[src/rtl/assert_macros.svh]
// Assertion macros shared by the RTL files that carry checks.
`ifndef ASSERT_MACROS_SVH
`define ASSERT_MACROS_SVH

// The consequent must hold in the same cycle as the antecedent.
`define ASSERT_SAME(label, clk, rst_n, ante, cons) \
    label: assert property (@(posedge clk) disable iff (!rst_n) (ante) |-> (cons)) \
        else $error("assertion failed");

// The consequent must hold in the cycle after the antecedent.
`define ASSERT_NEXT(label, clk, rst_n, ante, cons) \
    label: assert property (@(posedge clk) disable iff (!rst_n) (ante) |=> (cons)) \
        else $error("assertion failed");

`endif

[src/rtl/uf_pkg.sv]
package uf_pkg;

    localparam int MAX_ELEMENTS = 1024;
    localparam int IDX_W        = $clog2(MAX_ELEMENTS);
    localparam int LABEL_W      = 11;
    localparam int RANK_W       = 4;

    localparam logic [RANK_W-1:0]  RANK_MAX    = 4'd15;
    localparam logic [LABEL_W-1:0] COUNT_RESET = 11'd1024;
    localparam logic [IDX_W-1:0]   IDX_LAST    = IDX_W'(MAX_ELEMENTS - 1);

    localparam logic FUNC_UNION = 1'b0;
    localparam logic FUNC_FIND  = 1'b1;

    typedef struct packed {
        logic               func;
        logic [LABEL_W-1:0] first_element;
        logic [LABEL_W-1:0] second_element;
    } t_request;

    typedef struct packed {
        logic [LABEL_W-1:0] root_label;
        logic               merged;
        logic               range_error;
    } t_result;

    typedef struct packed {
        logic [IDX_W-1:0]  rd_addr;
        logic              par_we;
        logic [IDX_W-1:0]  par_addr;
        logic [IDX_W-1:0]  par_data;
        logic              rank_we;
        logic [IDX_W-1:0]  rank_addr;
        logic [RANK_W-1:0] rank_data;
    } t_mem_req;

    typedef enum logic [2:0] {
        ST_CLEAR,
        ST_IDLE,
        ST_WALK_A,
        ST_START_B,
        ST_WALK_B,
        ST_RANK_A,
        ST_RANK_B,
        ST_LINK
    } t_state;

    function automatic logic [LABEL_W-1:0] to_label(input logic [IDX_W-1:0] idx);
        logic [31:0] t;
        t = 32'(idx) + 32'd1;
        return t[LABEL_W-1:0];
    endfunction

    function automatic logic [IDX_W-1:0] to_index(input logic [LABEL_W-1:0] label);
        logic [31:0] t;
        t = 32'(label) - 32'd1;
        return t[IDX_W-1:0];
    endfunction

endpackage

[src/rtl/uf_seq.sv]
module uf_seq (
    input  logic                        i_clk,
    input  logic                        i_rst_n,
    input  logic                        i_start,
    input  uf_pkg::t_request            i_request,
    input  logic [uf_pkg::LABEL_W-1:0]  i_count,
    input  logic [uf_pkg::IDX_W-1:0]    i_par_rdata,
    input  logic [uf_pkg::RANK_W-1:0]   i_rank_rdata,
    output logic                        o_busy,
    output logic                        o_done,
    output uf_pkg::t_result             o_result,
    output uf_pkg::t_mem_req            o_mem
);

    uf_pkg::t_state r_state, n_state;

    logic [uf_pkg::IDX_W-1:0]  r_clr_idx, n_clr_idx;
    logic [uf_pkg::IDX_W-1:0]  r_cur, n_cur;
    logic [uf_pkg::IDX_W-1:0]  r_steps, n_steps;
    logic                      r_func, n_func;
    logic [uf_pkg::IDX_W-1:0]  r_a_idx, n_a_idx;
    logic [uf_pkg::IDX_W-1:0]  r_b_idx, n_b_idx;
    logic [uf_pkg::IDX_W-1:0]  r_root_a, n_root_a;
    logic [uf_pkg::IDX_W-1:0]  r_root_b, n_root_b;
    logic [uf_pkg::RANK_W-1:0] r_rank_a, n_rank_a;
    logic                      r_done, n_done;
    uf_pkg::t_result           r_result, n_result;

    logic [31:0]               eff_count;
    logic                      bad_a;
    logic                      bad_b;
    logic                      req_err;
    logic                      at_root;
    logic                      walk_end;
    logic [uf_pkg::IDX_W-1:0]  walk_root;

    always_comb begin
        eff_count = (32'(i_count) > 32'(uf_pkg::MAX_ELEMENTS)) ?
                    32'(uf_pkg::MAX_ELEMENTS) : 32'(i_count);
        bad_a = (i_request.first_element == '0) ||
                (32'(i_request.first_element) > eff_count);
        bad_b = (i_request.second_element == '0) ||
                (32'(i_request.second_element) > eff_count);
        req_err = bad_a || ((i_request.func == uf_pkg::FUNC_UNION) && bad_b);
    end

    assign at_root   = (i_par_rdata == r_cur);
    assign walk_end  = at_root || (r_steps == uf_pkg::IDX_LAST);
    assign walk_root = at_root ? r_cur : i_par_rdata;

    always_comb begin
        n_state = r_state;
        case (r_state)
            uf_pkg::ST_CLEAR: begin
                if (r_clr_idx == uf_pkg::IDX_LAST) begin
                    n_state = uf_pkg::ST_IDLE;
                end
            end
            uf_pkg::ST_IDLE: begin
                if (i_start && !req_err) begin
                    n_state = uf_pkg::ST_WALK_A;
                end
            end
            uf_pkg::ST_WALK_A: begin
                if (walk_end) begin
                    n_state = (r_func == uf_pkg::FUNC_FIND) ? uf_pkg::ST_IDLE
                                                             : uf_pkg::ST_START_B;
                end
            end
            uf_pkg::ST_START_B: n_state = uf_pkg::ST_WALK_B;
            uf_pkg::ST_WALK_B: begin
                if (walk_end) begin
                    n_state = (walk_root == r_root_a) ? uf_pkg::ST_IDLE
                                                      : uf_pkg::ST_RANK_A;
                end
            end
            uf_pkg::ST_RANK_A: n_state = uf_pkg::ST_RANK_B;
            uf_pkg::ST_RANK_B: n_state = uf_pkg::ST_LINK;
            uf_pkg::ST_LINK:   n_state = uf_pkg::ST_IDLE;
            default:           n_state = uf_pkg::ST_IDLE;
        endcase
    end

    always_comb begin
        n_clr_idx = r_clr_idx;
        n_cur     = r_cur;
        n_steps   = r_steps;
        n_func    = r_func;
        n_a_idx   = r_a_idx;
        n_b_idx   = r_b_idx;
        n_root_a  = r_root_a;
        n_root_b  = r_root_b;
        n_rank_a  = r_rank_a;
        n_done    = 1'b0;
        n_result  = r_result;
        o_mem     = '0;
        case (r_state)
            uf_pkg::ST_CLEAR: begin
                o_mem.par_we    = 1'b1;
                o_mem.par_addr  = r_clr_idx;
                o_mem.par_data  = r_clr_idx;
                o_mem.rank_we   = 1'b1;
                o_mem.rank_addr = r_clr_idx;
                o_mem.rank_data = '0;
                n_clr_idx       = r_clr_idx + 1'b1;
            end
            uf_pkg::ST_IDLE: begin
                if (i_start) begin
                    if (req_err) begin
                        n_done   = 1'b1;
                        n_result = '{root_label: '0, merged: 1'b0, range_error: 1'b1};
                    end else begin
                        n_func        = i_request.func;
                        n_a_idx       = uf_pkg::to_index(i_request.first_element);
                        n_b_idx       = uf_pkg::to_index(i_request.second_element);
                        n_cur         = uf_pkg::to_index(i_request.first_element);
                        n_steps       = '0;
                        o_mem.rd_addr = uf_pkg::to_index(i_request.first_element);
                    end
                end
            end
            uf_pkg::ST_WALK_A: begin
                if (walk_end) begin
                    o_mem.par_we   = 1'b1;
                    o_mem.par_addr = r_a_idx;
                    o_mem.par_data = walk_root;
                    n_root_a       = walk_root;
                    if (r_func == uf_pkg::FUNC_FIND) begin
                        n_done   = 1'b1;
                        n_result = '{root_label: uf_pkg::to_label(walk_root),
                                     merged: 1'b0, range_error: 1'b0};
                    end
                end else begin
                    n_cur         = i_par_rdata;
                    n_steps       = r_steps + 1'b1;
                    o_mem.rd_addr = i_par_rdata;
                end
            end
            uf_pkg::ST_START_B: begin
                o_mem.rd_addr = r_b_idx;
                n_cur         = r_b_idx;
                n_steps       = '0;
            end
            uf_pkg::ST_WALK_B: begin
                if (walk_end) begin
                    o_mem.par_we   = 1'b1;
                    o_mem.par_addr = r_b_idx;
                    o_mem.par_data = walk_root;
                    n_root_b       = walk_root;
                    if (walk_root == r_root_a) begin
                        n_done   = 1'b1;
                        n_result = '{root_label: uf_pkg::to_label(walk_root),
                                     merged: 1'b0, range_error: 1'b0};
                    end
                end else begin
                    n_cur         = i_par_rdata;
                    n_steps       = r_steps + 1'b1;
                    o_mem.rd_addr = i_par_rdata;
                end
            end
            uf_pkg::ST_RANK_A: begin
                o_mem.rd_addr = r_root_a;
            end
            uf_pkg::ST_RANK_B: begin
                n_rank_a      = i_rank_rdata;
                o_mem.rd_addr = r_root_b;
            end
            uf_pkg::ST_LINK: begin
                n_done = 1'b1;
                o_mem.par_we = 1'b1;
                if (r_rank_a > i_rank_rdata) begin
                    o_mem.par_addr = r_root_b;
                    o_mem.par_data = r_root_a;
                    n_result = '{root_label: uf_pkg::to_label(r_root_a),
                                 merged: 1'b1, range_error: 1'b0};
                end else begin
                    o_mem.par_addr = r_root_a;
                    o_mem.par_data = r_root_b;
                    if ((r_rank_a == i_rank_rdata) && (i_rank_rdata != uf_pkg::RANK_MAX)) begin
                        o_mem.rank_we   = 1'b1;
                        o_mem.rank_addr = r_root_b;
                        o_mem.rank_data = i_rank_rdata + 1'b1;
                    end
                    n_result = '{root_label: uf_pkg::to_label(r_root_b),
                                 merged: 1'b1, range_error: 1'b0};
                end
            end
            default: begin
                n_done = 1'b0;
            end
        endcase
    end

    always_ff @(posedge i_clk) begin
        if (!i_rst_n) begin
            r_state   <= uf_pkg::ST_CLEAR;
            r_clr_idx <= '0;
            r_done    <= 1'b0;
        end else begin
            r_state   <= n_state;
            r_clr_idx <= n_clr_idx;
            r_done    <= n_done;
        end
    end

    always_ff @(posedge i_clk) begin
        r_cur    <= n_cur;
        r_steps  <= n_steps;
        r_func   <= n_func;
        r_a_idx  <= n_a_idx;
        r_b_idx  <= n_b_idx;
        r_root_a <= n_root_a;
        r_root_b <= n_root_b;
        r_rank_a <= n_rank_a;
        r_result <= n_result;
    end

    assign o_busy   = (r_state != uf_pkg::ST_IDLE);
    assign o_done   = r_done;
    assign o_result = r_result;

endmodule

[config.mk]
export PLATFORM = sky130hd
export DESIGN_NAME = uf_seq
export DESIGN_NICKNAME = d
export VERILOG_FILES = /design/src/rtl/assert_macros.svh /design/src/rtl/uf_pkg.sv /design/src/rtl/uf_seq.sv
export SDC_FILE = /design/constraint.sdc
export NUM_CORES = 1
export LEC_CHECK = 0
export ABC_CLOCK_PERIOD_IN_PS = 4490
export BUFFER_PORTS_ARGS = -buffer_cell sky130_fd_sc_hd__buf_4
export CAP_MARGIN = 25
export CORE_MARGIN = 5
export CORE_UTILIZATION = 50
export CTS_BUF_LIST = sky130_fd_sc_hd__clkbuf_8
export CTS_CLUSTER_SIZE = 8
export DETAILED_ROUTE_END_ITERATION = 6
export GPL_TIMING_DRIVEN = 1
export PLACE_DENSITY_LB_ADDON = 0.3
export SYNTH_ARGS = -nofsm -noshare
export SYNTH_HDL_FRONTEND = slang
export SYNTH_SLANG_ARGS = --single-unit
[constraint.sdc]
create_clock -name i_clk -period 4.49 [get_ports i_clk]
set_input_delay 0.449 -clock i_clk [delete_from_list [all_inputs] [get_ports i_clk]]
set_output_delay 0.449 -clock i_clk [all_outputs]
set_load 0.1 [all_outputs]
---- Word-level counts from Yosys, hierarchy flattened ----
Cells that the tools add are included.
storage, ports and cells
  register bits ........................... 92
  bits of input ports ..................... 51
  logic and storage cells ................. 115
cells by class
  add/sub/neg operators ................... 8
  $lt $le $gt $ge ......................... 4
  equality and inequality tests ........... 24
  mux-type cells .......................... 43
  bitwise gates (word level) .............. 2
  reduce and logical (&&, ||, !) cells .... 20
operators with widths
  kind                   number
  $mux 10                10
  $mux 13                7
  $pmux 21 s4            1
  $pmux 10 s3            2
  $pmux 13 s4            1
  $pmux 10 s5            1
  $mux 21                2
  $add 10x1->11 const B  3
  $mux 15                2
  $pmux 15 s2            1
  $pmux 3 s8             1
  $gt 11x11->1           2
  $logic_not 11->1       2
  $add 10x1->10 const B  2
  $eq 10x10->1           2
  $eq 10x10->1 const B   2
  $mux 20                1
  $ne 2x2->1 const B     10
  $sub 10x1->10 const B  2
  $mux 3                 5
  $eq 3x3->1 const B     4
  $gt 11x11->1 const B   1
  $mux 11                1
  $reduce_and 4->1       2
  21 further kinds       34

---- Longest topological paths before layout ----
Gate-level depths: netlist (run 1).
  depth in word-level cells ............... 10
  mapped depth ............................ 11

---- Worst setup path before layout (run 1) ----
No wires, ideal clock.
  path type ............................... input -> output
  from .................................... input i_count[10] (netlist name)
  to ...................................... output o_mem[38] (netlist name)
  data arrival time ....................... 4.597 ns
  required time ........................... 4.041 ns
  slack ................................... -0.556 ns
  stages on the path ...................... 11
  buffers on the path ..................... 1
  cells stage by stage .................... clkinv_1 -> nand2_1 -> ha_1 -> a21oi_1 -> o21ai_0 -> a21o_1 -> a221o_1 -> a221oi_1 -> nand3_1 -> clkbuf_1 -> o21ai_0
RTL lines
  item         RTL line      source
  from (decl)  uf_seq.sv:6   input logic [uf_pkg::LABEL_W-1:0] i_count,
  to (decl)    uf_seq.sv:12  output uf_pkg::t_mem_req o_mem

==> results of run 1 <==
## through the flow
stage	utilization	hold slack, ps
after floorplan	-	431
after global placement	0.584	466
after detailed placement	0.585	476
after CTS	0.600	262
after global routing	0.600	256
final	0.600	278
## flip-flops by register name, indices dropped and copies added (netlist names), 3 cells and up
register	cells
r_cur	10
o_result	13
r_rank_a	4
r_state	3
r_b_idx	10
r_root_a	10
r_steps	10
r_a_idx	10
r_clr_idx	10
r_root_b	10
## worst max path at each step
stage | slack [ps] | depth (start not counted) | end | from
floorplan | -560 | 11 | o_mem[38] | i_count[10]
global placement | 200 | 12 | o_mem[37] | i_count[10]
detailed placement | 80 | 12 | o_mem[41] | i_count[10]
CTS | 70 | 12 | o_mem[41] | i_count[10]
global route | 5 | 12 | o_mem[36] | i_count[10]
finish | 220 | 12 | o_mem[41] | i_count[10]
## final cells by class
class                   instances  area [um^2]  share of cell area
flip-flops and latches         92         2620               0.346
multi-input cells             519         3480               0.459
clock buffers                   9          124              0.0164
repair buffers                127          953               0.126
well taps                     172          215              0.0284
clock inverters                 7         61.3             0.00809
inverters                      32          120              0.0159
## power groups by stage
stage,registers [mW],clock network (mW),logic (mW)
final,1.26,0.558,2.49
after global routing,1.27,0.590,2.62
after CTS,1.25,0.565,2.47
after detailed placement,1.27,0,2.46
after global placement,1.27,0,2.41
after floorplan,1.54,0,1.59
## cell usage after synthesis, types with 16 or more instances
| library cell | n |
|---|---|
| nor3_1 | 16 |
| a21oi_1 | 20 |
| inv_1 | 29 |
| nand3_1 | 17 |
| xor2_1 | 22 |
| and2_1 | 18 |
| o21ai_0 | 49 |
| xnor2_1 | 35 |
| nand2_1 | 90 |
| edfxtp_1 | 78 |
| ha_1 | 33 |
| nor2_1 | 40 |
| clkbuf_1 | 45 |
| a221o_1 | 17 |
## per-layer routing
layer  GRT usage  wire (um)
met1       0.363       8240
met2       0.408       8840
met3      0.0631       2150
met4      0.0824        601
met5           0          0
## worst max-delay path: stages
cell,delay [ps]
buf_4,80
clkinv_1,240
nand2_1,200
ha_1,260
a21oi_1,150
o21ai_0,90
a21o_1,180
a221o_1,360
a221oi_2,530
nand3_1,530
o21ai_0,400
buf_4,350
## kinds of logic after synthesis
logic type	after synthesis	share of synthesized area
XOR/XNOR	57	0.0777
AO/OA/AOI/OAI	165	0.181
AND/OR/NAND/NOR	248	0.189
multiplexers	16	0.0259
flip-flops	92	0.408
buffers and inverters	88	0.0537
adder cells (fa/ha/maj)	33	0.0642
## timing repair
action / 4_1_cts / 5_1_grt
buffers inserted: 0 / 0
gates resized for setup: 0 / 1
endpoints found under the setup margin: 0 / 10
==> results.md, run 1 <==
- Outcome: finished, final reports clean
- Fmax achieved: 234 MHz
- Core Region: 12600 um^2
- Register share of total power: 0.292
- Worst Hold Launch: i_rank_rdata[1]
- Avg Cell Area, Syn: 9.20 um^2
- Fillers: 1151
- Area share of the leading cell type in the synthesized netlist: 0.364
- Routability cong.: 0.917
- Vias in the first global route: 5728
- Max_cap viols: 0
- Starting Density: 0.509
- Layout net count: 865
- R2R depth: 8
- Post-synthesis register bit count: 92
- DRT Pass-1 Iters: 6
- Drc violations: 0
- CTS tree: done
- Die Span X: 123 um
- Critical Path Sink Type: output pin
- Area grow syn2layout: 17.8%
- Worst slew margin: 0.359
- Final Max Tran Viols: 0
- R2R Path End: o_result[11]
- PnR Total Power: 4.30 mW
- RSZ-0062 raised after global routing: false
- Die ar.: 15200 um^2
- Seq/Total Area, Yosys: 0.408
- Post-Syn Instances: 699
- Crit Path Class: in -> out
- Final worst setup slack: 217 ps
- YS warnings: 0
- First-pass GRT wire length: 30.6 mm
- Synthesized area: 6430 um^2
- Power per cell area: 568 nW/um^2
- Clk_lat worst skew: 380 ps
- Min cycle time layout: 4270 ps
- Sw Share: 0.527
- # diodes: 0
- Top cells by area, synth: edfxtp_1, ha_1, nand2_1, xnor2_1, dfxtp_1
- Root Buffer Master: clkbuf_8
- Fin area: 7570 um^2
- DRT antenna net count: 0
- HP Class: in -> reg
- Die height: 123 um
- Drt total wl: 19.8 mm
- Critical Path RT: 4040 ps
- Peak supply drop: 0.000749 V
- Worst hold path depth: 1
- Vias per std cell: 6.20
- Logic pwr share: 0.578
- Clk sinks: 92
- Static Leakage: 3.02 nW
- Post-synth EDFFs: 78
- Clock buffer depth: 2
- Commonest non-fill, non-tap cell in the layout: buf_4
- H-tree levels: 3
- Net Count, Synth: 783
- # rows: 41
- Asr flop ratio synth: 0
- IO buf count: 111
- Period utilisation layout: 0.952
- Inst Count DP: 942
- Most frequent cells in the layout: buf_4, nand2_1, edfxtp_1
- Initial antenna violation count: 0
- Worst slew pin tran: 959 ps
- Distinct cells, synth: 58
- CTS Buf Count: 9
- Vias: 5938
- Drt wl/cell: 20.7 um
- Layout cells sized above 1: 0.191
- Final setup viols: 0
- Hold_buf cts: 0
- Arr. time, crit path: 3820 ps
- Worst reg2reg startpoint: r_rank_a[2]
- Yosys top cell by area: edfxtp_1
- Worst Clk Skew: 12.0 ps
- Max FO, Critical Path: 11
- Dpl hpwl: 15.2 mm
- Tot GR Track Use: 0.263
- Hold Vio Cnt, Final: 0
- Reg2reg setup slack: 860 ps
- Top_reg_cell synth: edfxtp_1
- Area post-placement: 7380 um^2
- Worst setup SP type: primary input
- # IOs: 112
- NetSw: 2.27 mW
- Initial drt markers: 927
- Setup TNS: 0 ps
- Gr ovfl total: 0
- Int Pwr: 2.04 mW
- Dpl ws: 82.0 ps
- Clock power frac: 0.130
- Finished Layout Cells: 958
- Hold Crit Endpoint: r_rank_a[1]
- Reg clk slew, reported paths: 90 ps
- Largest net degree at the start of global routing: 43
No activity file was read; power rests on OpenSTA's default activity.
==> inputs of run 2 (changes only) <==
- CORE_ASPECT_RATIO: not set -> 1.2
==> run 2 against run 1 <==
  * Sequential power barely moved
  * Core utilization is 0.073 points lower
  * Total power shrank 1.1%
  * Clock power rose by 3%
  * Count of clock-buffer cells in the layout stayed put
  * Global-route usage decreased by 0.24 points
  * Cell count fell by 1.0%
  * Flip-flop and latch count unchanged
  * Maximum frequency rose by 2.0%
  * Worst hold slack better by 13 ps
  * Sequential share of layout area rose by 0.063 points
  * Highest routed layer unchanged
==> results.md, run 2 (synthesis gave the netlist of run 1 again) <==
- Initial drt markers: 605 (-35%)
- Root Buffer Master: clkbuf_8
- Crit Path Class: in -> out
- Critical Path Sink Type: output pin
- H-tree levels: 3 (unchanged)
- WP buf/inv: 3 (unchanged)
- Max_cap viols: 0 (unchanged)
- Dpl hpwl: 15.7 mm (+3.1%)
- Die height: 134 um (+8.8%)
- Critical Path, Cell by Cell: buf_4, clkinv_1, nand2_1, ha_1, a21oi_1, o21ai_0, a21o_1, a221o_1, a221oi_1, nand3_2, o21ai_0, buf_4
- Commonest non-fill, non-tap cell in the layout: buf_4
- Layout net count: 863 (-0.23%)
- DRT antenna net count: 0 (unchanged)
- Tot GR Track Use: 0.260 (-0.00243)
- Outcome: finished, final reports clean
- Arr. time, crit path: 3740 ps (-80 ps)
- Routability cong.: 1.03 (+12%)
- Peak supply drop: 0.000652 V (-13%)
- Met3 wire len: 1.48 mm (-31%)
- CTS Buf Count: 9 (unchanged)
- Vias per std cell: 6.13 (-1.1%)
- Drt total wl: 19.9 mm (+0.47%)
- Core Region: 12600 um^2 (about the same)
- Critical path's largest stage delay: 700 ps (+170 ps)
- Vias: 5810 (-2.2%)
- Critical Path RT: 4040 ps (about the same)
- Drc violations: 0 (unchanged)
- Final setup viols: 0 (unchanged)
- Final Util: 0.600 (-0.000734)
- Metal2 WL: 9.49 mm (+7.3%)
- Finished Layout Cells: 948 (-1.0%)
- Clk_lat worst skew: 370 ps (about the same)
- Min cycle time layout: 4190 ps (-84.4 ps)
- Worst slew margin: 0.329 (-0.0298)
- Critical path's top delay family: compound AO/OA/AOI/OAI gates
- Largest net degree at the start of global routing: 42 (-2.3%)
- # IOs: 112 (unchanged)
- Worst Hold Launch: i_rank_rdata[1]
- Fmax achieved: 239 MHz (+2.0%)
- Clock buffer depth: 2 (unchanged)
- CTS tree: done
- Slowest CP cell: a221oi_1
- Final worst setup slack: 302 ps (+84.4 ps)
- Reg clk slew, reported paths: 90 ps (about the same)
- Static Leakage: 3.01 nW (-0.52%)
- Worst Clk Skew: 13.3 ps (+1.35 ps)
- Starting Density: 0.510 (about the same)
- Initial antenna violation count: 0 (unchanged)
- Hold WS: 291 ps (+12.8 ps)
- Die Span X: 114 um (-8.0%)
- Worst setup startpoint: i_count[10]
- Die ar.: 15200 um^2 (about the same)
- Hold Vio Cnt, Final: 0 (unchanged)
- IO buf count: 111 (unchanged)
- # diodes: 0 (unchanged)
- DRT Pass-1 Iters: 5 (-1)
- Inst Count DP: 931 (-1.2%)
- Area grow syn2layout: 17.6%
- Power per cell area: 563 nW/um^2 (-0.94%)
- Most frequent cells in the layout: buf_4, nand2_1, edfxtp_1
- Layout cells sized above 1: 0.191 (+0.000487)
- First-pass GRT wire length: 30.7 mm (+0.34%)
- Drt wl/cell: 21.0 um (+1.5%)
- HP Class: in -> reg
- Gr ovfl total: 0 (unchanged)
- Max Used Layer: met4
- Clock power frac: 0.135 (+0.005)
- Max FO, Critical Path: 11 (unchanged)
- NetSw: 2.23 mW (-1.6%)
- Sw Share: 0.524 (-0.00247)
- Worst reg2reg startpoint: r_rank_a[2]
- Dpl ws: 264 ps (+182 ps)
- Final Max Tran Viols: 0 (unchanged)
- # rows: 45 (+9.8%)
- Register share of total power: 0.292 (about the same)
- Clk sinks: 92 (unchanged)
- Vias in the first global route: 5662 (-1.2%)
- Period utilisation layout: 0.933 (-0.0188)
- Int Pwr: 2.02 mW (-0.60%)
- Setup TNS: 0 ps (unchanged)
- Wl on met1: 7.88 mm (-4.4%)
- Max reg flops: 13 (unchanged)
- Worst slew pin tran: 1000 ps (+46.2 ps)
- Logic pwr share: 0.574 (-0.004)
- RSZ-0062 raised after global routing: false
- Worst setup SP type: primary input
## run 2: worst reg2reg max path: stages (launching register included)
cell	delay [ps]
edfxtp_1	400
ha_1	350
nand4_1	360
o21a_1	660
mux2_4	380
or4b_1	640
or4_1	550
a21oi_1	160
## run 2: layout make-up
cell class,instances,area [um^2]
Multi-Input combinational cell,519,3480
Timing Repair Buffer,125,938
Tap cell,164,205
Inverter,32,120
Fill cell,1114,5050
Sequential cell,92,2620
Clock inverter,7,73.8
Clock buffer,9,124
## run 2: routing by layer
metal / vias up / GRT usage
met4: 0 / 0.154
li1: 2711 / -
met2: 319 / 0.416
met1: 2718 / 0.331
met3: 62 / 0.0402
met5: - / 0
## run 2: path summary, 6_finish.rpt
check	endpoint	slack, ps	depth (start not counted)
worst max register to register	o_result[11]	870	7
worst min register to register	r_state[1]	500	1
worst max-delay path	o_mem[36]	300	12
worst min-delay path	r_rank_a[1]	290	1
## run 2: power groups by stage
stage | clock [mW] | sequential (mW) | combinational, mW
after CTS | 0.575 | 1.24 | 2.43
after global placement | 0 | 1.25 | 2.40
final | 0.574 | 1.24 | 2.44
after global routing | 0.609 | 1.26 | 2.57
after detailed placement | 0 | 1.26 | 2.42
after floorplan | 0 | 1.54 | 1.59
## run 2: repair_timing
item / in CTS / in global routing
setup buffers: 0 / 0
hold buffers: 0 / 0
endpoints found under the setup margin: 0 / 10
resized for setup: 0 / 1
## run 2: per-stage QoR
step           power, mW  area (um^2)
2_1_floorplan       3.13         6430
3_3_place_gp        3.65         7340
3_5_place_dp        3.68         7350
4_1_cts             4.25         7550
5_1_grt             4.44         7560
6_report            4.26         7560
